$ cat src/rtl/core/rqsi_pkg.sv
// Shared types and constants for the ready-queue sorted-insert engine.
package rqsi_pkg;

    localparam int QUEUE_DEPTH_DEF = 16;
    localparam int ID_W            = 16;
    localparam int LIFE_W          = 24;
    localparam int SLOT_W          = 4;
    localparam int PADDR_W         = 3;

    localparam logic [PADDR_W-1:0] REG_POLICY = 3'd0;

    typedef enum logic [1:0] {
        ST_OK      = 2'd0,
        ST_FULL    = 2'd1,
        ST_INVALID = 2'd2
    } t_status;

    typedef enum logic {
        POL_FCFS = 1'b0,
        POL_SPN  = 1'b1
    } t_policy;

    typedef struct packed {
        logic [ID_W-1:0]   process_id;
        logic [LIFE_W-1:0] lifetime;
    } t_in_item;

    typedef struct packed {
        t_status           status;
        logic [SLOT_W-1:0] slot;
        logic [ID_W-1:0]   head_id;
    } t_out_item;

    typedef struct packed {
        logic    do_ins;
        t_policy policy;
    } t_cell_ctl;

endpackage

$ cat src/rtl/core/ready_queue_sorted_insert_top.sv
// Top level of the ready-queue sorted-insert engine.
//
// Input channel: i_in_valid / o_in_stall carry one item (process id and
// lifetime in 16.8 fixed point). Each item yields exactly one result item
// (status, landing slot, head id) on o_out_valid / i_out_stall.
// The queue is a row of cells; each cell compares its entry with the new
// lifetime and the whole row inserts or shifts in the accept cycle.
// Latency: the result appears in the cycle after the item is accepted.
// Throughput: one item per cycle while the result side takes every item;
// the output register holds one result, so a stalled result stalls input.
// The policy register (APB, byte address 0) selects append (0) or ordered
// insert (1); write it only while the block is idle.
// Reset clears the fill count, the policy and the output valid; entries
// need no clearing since only slots below the fill count are read.
module ready_queue_sorted_insert_top
    import rqsi_pkg::*;
#(
    parameter int QUEUE_DEPTH = QUEUE_DEPTH_DEF
) (
    input  logic               i_clk,
    input  logic               i_rst_n,
    input  logic               i_in_valid,
    output logic               o_in_stall,
    input  t_in_item           i_in_item,
    output logic               o_out_valid,
    input  logic               i_out_stall,
    output t_out_item          o_out_item,
    input  logic               psel,
    input  logic               penable,
    input  logic               pwrite,
    input  logic [PADDR_W-1:0] paddr,
    input  logic [31:0]        pwdata,
    output logic [31:0]        prdata,
    output logic               pready
);

    localparam int CW = $clog2(QUEUE_DEPTH + 1);
    localparam logic [CW-1:0] FULL_CNT = CW'(QUEUE_DEPTH);

    t_policy           r_policy;
    logic [CW-1:0]     r_count;
    logic [CW-1:0]     n_count;
    logic              r_out_valid;
    t_out_item         r_out_item;
    t_out_item         n_out_item;

    logic              w_accept;
    logic              w_item_ok;
    logic              w_full;
    t_cell_ctl         w_ctl;
    logic [SLOT_W-1:0] w_slot;

    logic [ID_W-1:0]   w_id     [QUEUE_DEPTH];
    logic [LIFE_W-1:0] w_life   [QUEUE_DEPTH];
    logic [SLOT_W-1:0] w_slotk  [QUEUE_DEPTH];
    logic              w_passed [QUEUE_DEPTH+1];

    assign pready = 1'b1;
    assign prdata = (paddr == REG_POLICY) ? {31'b0, r_policy} : '0;

    assign o_in_stall  = r_out_valid && i_out_stall;
    assign w_accept    = i_in_valid && !o_in_stall;
    assign w_item_ok   = (i_in_item.process_id != '0) && (i_in_item.lifetime != '0);
    assign w_full      = (r_count == FULL_CNT);
    assign w_ctl.do_ins = w_accept && w_item_ok && !w_full;
    assign w_ctl.policy = r_policy;
    assign w_passed[0] = 1'b0;

    for (genvar g = 0; g < QUEUE_DEPTH; g++) begin : g_cell
        logic [ID_W-1:0]   w_prev_id;
        logic [LIFE_W-1:0] w_prev_life;
        if (g == 0) begin : g_first
            assign w_prev_id   = '0;
            assign w_prev_life = '0;
        end else begin : g_rest
            assign w_prev_id   = w_id[g-1];
            assign w_prev_life = w_life[g-1];
        end
        rqsi_cell #(
            .IDX (g),
            .CW  (CW)
        ) u_cell (
            .i_clk       (i_clk),
            .i_ctl       (w_ctl),
            .i_count     (r_count),
            .i_new       (i_in_item),
            .i_prev_id   (w_prev_id),
            .i_prev_life (w_prev_life),
            .i_passed    (w_passed[g]),
            .o_passed    (w_passed[g+1]),
            .o_slot      (w_slotk[g]),
            .o_id        (w_id[g]),
            .o_life      (w_life[g])
        );
    end

    always_comb begin
        w_slot = '0;
        for (int k = 0; k < QUEUE_DEPTH; k++) begin
            w_slot = w_slot | w_slotk[k];
        end
    end

    always_comb begin
        n_count = r_count;
        if (w_ctl.do_ins) begin
            n_count = r_count + CW'(1);
        end
    end

    always_comb begin
        n_out_item.slot = w_slot;
        if (!w_item_ok) begin
            n_out_item.status = ST_INVALID;
        end else if (w_full) begin
            n_out_item.status = ST_FULL;
        end else begin
            n_out_item.status = ST_OK;
        end
        if (w_ctl.do_ins && w_passed[1]) begin
            n_out_item.head_id = i_in_item.process_id;
        end else if (r_count == '0) begin
            n_out_item.head_id = '0;
        end else begin
            n_out_item.head_id = w_id[0];
        end
    end

    always_ff @(posedge i_clk) begin
        if (!i_rst_n) begin
            r_policy    <= POL_FCFS;
            r_count     <= '0;
            r_out_valid <= 1'b0;
        end else begin
            if (psel && penable && pwrite && paddr == REG_POLICY) begin
                r_policy <= t_policy'(pwdata[0]);
            end
            r_count <= n_count;
            if (w_accept) begin
                r_out_valid <= 1'b1;
            end else if (!i_out_stall) begin
                r_out_valid <= 1'b0;
            end
        end
    end

    always_ff @(posedge i_clk) begin
        if (w_accept) begin
            r_out_item <= n_out_item;
        end
    end

    assign o_out_valid = r_out_valid;
    assign o_out_item  = r_out_item;

endmodule

$ cat src/rtl/core/rqsi_cell.sv
// One queue cell: holds an entry, compares it with the new item and shifts.
module rqsi_cell
    import rqsi_pkg::*;
#(
    parameter int IDX = 0,
    parameter int CW  = 5
) (
    input  logic              i_clk,
    input  t_cell_ctl         i_ctl,
    input  logic [CW-1:0]     i_count,
    input  t_in_item          i_new,
    input  logic [ID_W-1:0]   i_prev_id,
    input  logic [LIFE_W-1:0] i_prev_life,
    input  logic              i_passed,
    output logic              o_passed,
    output logic [SLOT_W-1:0] o_slot,
    output logic [ID_W-1:0]   o_id,
    output logic [LIFE_W-1:0] o_life
);

    localparam logic [CW-1:0]     MY_IDX  = CW'(IDX);
    localparam logic [SLOT_W-1:0] MY_SLOT = SLOT_W'(IDX % 16);

    logic [ID_W-1:0]   r_id;
    logic [LIFE_W-1:0] r_life;
    logic [ID_W-1:0]   n_id;
    logic [LIFE_W-1:0] n_life;
    logic              w_gt;
    logic              w_here;

    assign w_gt   = (i_ctl.policy == POL_SPN) && (MY_IDX < i_count)
                    && (r_life > i_new.lifetime);
    assign w_here = i_ctl.do_ins && !i_passed && (w_gt || (MY_IDX == i_count));

    assign o_passed = i_passed || w_here;
    assign o_slot   = w_here ? MY_SLOT : '0;
    assign o_id     = r_id;
    assign o_life   = r_life;

    always_comb begin
        n_id   = r_id;
        n_life = r_life;
        if (w_here) begin
            n_id   = i_new.process_id;
            n_life = i_new.lifetime;
        end else if (i_passed) begin
            n_id   = i_prev_id;
            n_life = i_prev_life;
        end
    end

    always_ff @(posedge i_clk) begin
        r_id   <= n_id;
        r_life <= n_life;
    end

endmodule
$ cat config.mk
export PLATFORM = sky130hd
export DESIGN_NAME = ready_queue_sorted_insert_top
export DESIGN_NICKNAME = d
export VERILOG_FILES = /design/src/rtl/core/rqsi_pkg.sv /design/src/rtl/core/ready_queue_sorted_insert_top.sv /design/src/rtl/core/rqsi_cell.sv
export SDC_FILE = /design/constraint.sdc
export NUM_CORES = 1
export LEC_CHECK = 0
export BUFFER_PORTS_ARGS = -buffer_cell sky130_fd_sc_hd__buf_2
export CORE_MARGIN = 4
export CORE_UTILIZATION = 55
export DETAILED_ROUTE_END_ITERATION = 16
export GPL_ROUTABILITY_DRIVEN = 1
export GPL_TIMING_DRIVEN = 0
export MAX_ROUTING_LAYER = met4
export PLACE_DENSITY = 0.78
export SETUP_SLACK_MARGIN = 0.1
export SLEW_MARGIN = 10
export SYNTH_ARGS = -nofsm -noshare
export SYNTH_HDL_FRONTEND = slang
export SYNTH_HIERARCHICAL = 1
export SYNTH_SLANG_ARGS = --single-unit
$ cat constraint.sdc
create_clock -name i_clk -period 43 [get_ports i_clk]
set_clock_uncertainty 0.05 [all_clocks]
set_input_delay 12.9 -clock i_clk [delete_from_list [all_inputs] [get_ports i_clk]]
set_output_delay 12.9 -clock i_clk [all_outputs]
set_load 0.03 [all_outputs]
==> summary by stage <==
Timing
The setup TNS is 0 ns. Static timing analysis puts the maximum clock frequency at 35.7 MHz. The routed design could run at a clock period as short as 28.04 ns. The number of pins with negative max-slew slack in the final report was 0. The worst relative slew slack is 0.215. Setup violations remaining at the end of the flow were counted as 0. Of the available clock period, the critical path in the final layout requires 0.652. The final count of hold timing violations is 0. Setup repair after global routing left no endpoint under its margin. The transition time at the pin with the least slew margin is 1.18 ns.

Finish
The finished layout holds 3641 standard cells, fillers aside. The most common cell after layout, fill and taps aside is sky130_fd_sc_hd__inv_1. In the final layout, the share of cells above drive strength 1 is 0.263. Leaving out fill and tap cells, the most frequent cells in the layout are sky130_fd_sc_hd__inv_1, sky130_fd_sc_hd__edfxtp_1, sky130_fd_sc_hd__ha_1, sky130_fd_sc_hd__mux2_4, sky130_fd_sc_hd__a21oi_1.

At the end of the flow, the number of nets in the layout was 3313. From synthesis to final layout, the design area changed by 10.8%. 0 antenna diodes ended up in the layout.

Global routing
The met2 track demand over resource in global routing is 0.431. The first global-routing pass estimated 117000 um of wire. Across every metal layer, demand over resource in global routing totals 0.248. The maximum number of pins on one net before global-route repair is 38. The highest-utilization routing layer at the global route stage is met2. For this run, global-route usage on met1 was measured as 0.279. The total overflow left after global routing is 0. For met3 alone, demand over resource in global routing was 0.0448. The initial antenna violation count is 1.

The via count of the first global-routing pass is 22443.

Clocking
The level count of the clock H-tree is 2. Buffers added to address setup during post-CTS repair amount to 0. The clock slew seen by the registers of the worst setup and hold paths is 0.06 ns. Counting the buffers created by CTS gives 48. For this design, the sink count on the clock tree is 429. The CTS tree is built. Hold repair after CTS inserted 0 buffers. The insertion delay of the later-clocked pin in the worst-skew pair is 0.60 ns. The buffer type at the clock tree root is sky130_fd_sc_hd__clkbuf_16. The maximum clock path buffer count is 3.

The number of gates resized after CTS was 0.

Setup path
The largest single stage delay on the critical path is 0.93 ns. The critical path is of the primary input to register type. Setup slack on the worst reg-to-reg path comes out at 27.02 ns. The critical path ends at o_out_item[16]$_DFFE_PP_. The critical path startpoint category is a primary input. The data required time of the critical path is 43.27 ns. Among all stages on the critical path, the largest delay is contributed by sky130_fd_sc_hd__a21o_1.

The kind of cell adding the most delay to the critical path is compound AO/OA/AOI/OAI gates. The worst endpoint data arrival time is 28.31 ns. The startpoint of the worst-slack reg-to-reg timing path is r_count[0]$_SDFFE_PN0P_. The number of buffer and inverter stages on the critical path is 5. The worst register-to-register path ends at o_out_item[16]$_DFFE_PP_. In this run the worst path has a maximum fanout of 26. In this run the worst setup path begins at i_out_stall. The number of cells on the critical path is 29. STA classifies the critical path endpoint as a register. Measured in cells, the most critical reg-to-reg path has a length of 29. The most used cell along the critical path is sky130_fd_sc_hd__a21o_1.

Yosys
The post-synthesis cell area is 0.0313 mm2. The Yosys step of the flow raised 6 warnings. After synthesis, the mean cell area works out to 11.9 um2. The gate count after technology mapping is 2630.

Worst hold path
The class of the tightest hold or removal check is register to register.

Floorplan
Measured along the y axis, the die boundary spans 246 um. For this design the top-level I/O count stands at 139. The area of the die is 0.0608 mm2. The starting density of the core is 0.555.

In this run the standard cell core region covers 0.0564 mm2. The number of standard-cell rows in the floorplan is 87. The die span in x is 246 um.

Detailed routing
For this run, the detailed router's first-pass iteration total came to 5. In the routed design, unresolved DRC markers number 0. After detailed routing, the average wire length per cell comes to 20.5 um. Once detail routing completed, the nets flagged for antenna violations numbered 0.

Using the TritonRoute via totals, the vias-per-cell ratio works out to 5.88. The first routing iteration left 1598 violations. The routed design has 74500 um of wire. The detailed router placed 21399 vias in this run.

Run
The number of maximum-capacitance violations is 0.

Placement
Routability-driven placement finished with a final weighted congestion of 0.890. Counting tap cells, the placed design contains a total of 3551 instances. The count of buffers inserted at the top-level ports is 74.

Detailed placement finished with a half-perimeter wire length of 51800 um.

Power and ir drop
Power spread over the standard cell area amounts to 40.0 mW/mm2. Summed over all cells, the static leakage comes to 16.0 nW. The largest voltage drop on the vdd net is 0.0290 mV.

Status
The run finished with clean final reports.
flip-flops by register name, summed over array words and instances, names as in the netlist:
| name | flops |
|---|---|
| g_cell.u_cell/o_life | 384 |
| r_count | 5 |
| o_out_valid | 1 |
| o_out_item | 22 |
| r_policy | 1 |
| g_cell.u_cell/o_id | 16 |
report_power, final:
group	total, W	switching [W]	internal, W
registers	0.000617	0.0000514	0.000566
clock network	0.000428	0.000172	0.000257
logic	0.000342	0.000178	0.000163
worst min-delay path by stage:
stage                                       endpoint  slack [ns]                             startpoint  cells past startpoint
2_1_floorplan                o_out_item[0]$_DFFE_PP_        0.47     g_cell[0].u_cell/o_id[0]$_DFFE_PP_                      2
3_3_place_gp                 o_out_item[9]$_DFFE_PP_        0.48     g_cell[0].u_cell/o_id[9]$_DFFE_PP_                      2
3_5_place_dp                 o_out_item[6]$_DFFE_PP_        0.49     g_cell[0].u_cell/o_id[6]$_DFFE_PP_                      2
4_1_cts                      o_out_item[2]$_DFFE_PP_        0.51     g_cell[0].u_cell/o_id[2]$_DFFE_PP_                      2
5_1_grt        g_cell[6].u_cell/o_life[18]$_DFFE_PP_        0.53  g_cell[5].u_cell/o_life[18]$_DFFE_PP_                      1
6_report                     o_out_item[8]$_DFFE_PP_        0.50     g_cell[0].u_cell/o_id[8]$_DFFE_PP_                      2
worst reg2reg max path, delay by kind of cell (launching register included):
| kind | cells | cell delay [ns] |
|---|---|---|
| flip-flops | 1 | 0.90 |
| AND/OR/NAND/NOR | 11 | 5.09 |
| AO/OA/AOI/OAI | 12 | 8.49 |
| buffers and inverters | 5 | 0.90 |
| adder cells (fa/ha/maj) | 1 | 0.27 |
cell type report:
cell class	instances	area (um2)
Timing Repair Buffer	76	418
Fill cell	4287	21700
Clock inverter	35	354
Multi-Input combinational cell	1688	15700
Buffer	166	1470
Clock buffer	55	1290
Inverter	436	1640
Tap cell	756	946
Sequential cell	429	12800
per-layer routing:
metal | vias to the layer above | part of all wire
met3 | 278 | 0.066
met1 | 10441 | 0.38
met4 | 0 | 0.040
li1 | 9898 | -
met2 | 782 | 0.51
met5 | - | 0
stage by stage:
stage	total power, W	setup slack, ns	hold slack (ns)	instance area (um2)	util
2_1_floorplan	0.000849	16.27	0.465	31600	-
3_3_place_gp	0.000927	11.82	0.481	32900	0.584
3_5_place_dp	0.000959	12.92	0.492	33000	0.585
4_1_cts	0.00139	13.57	0.508	34600	0.614
5_1_grt	0.00145	13.84	0.533	34600	0.614
6_report	0.00139	14.96	0.504	34600	0.614
No activity file was read; power rests on OpenSTA's default activity.
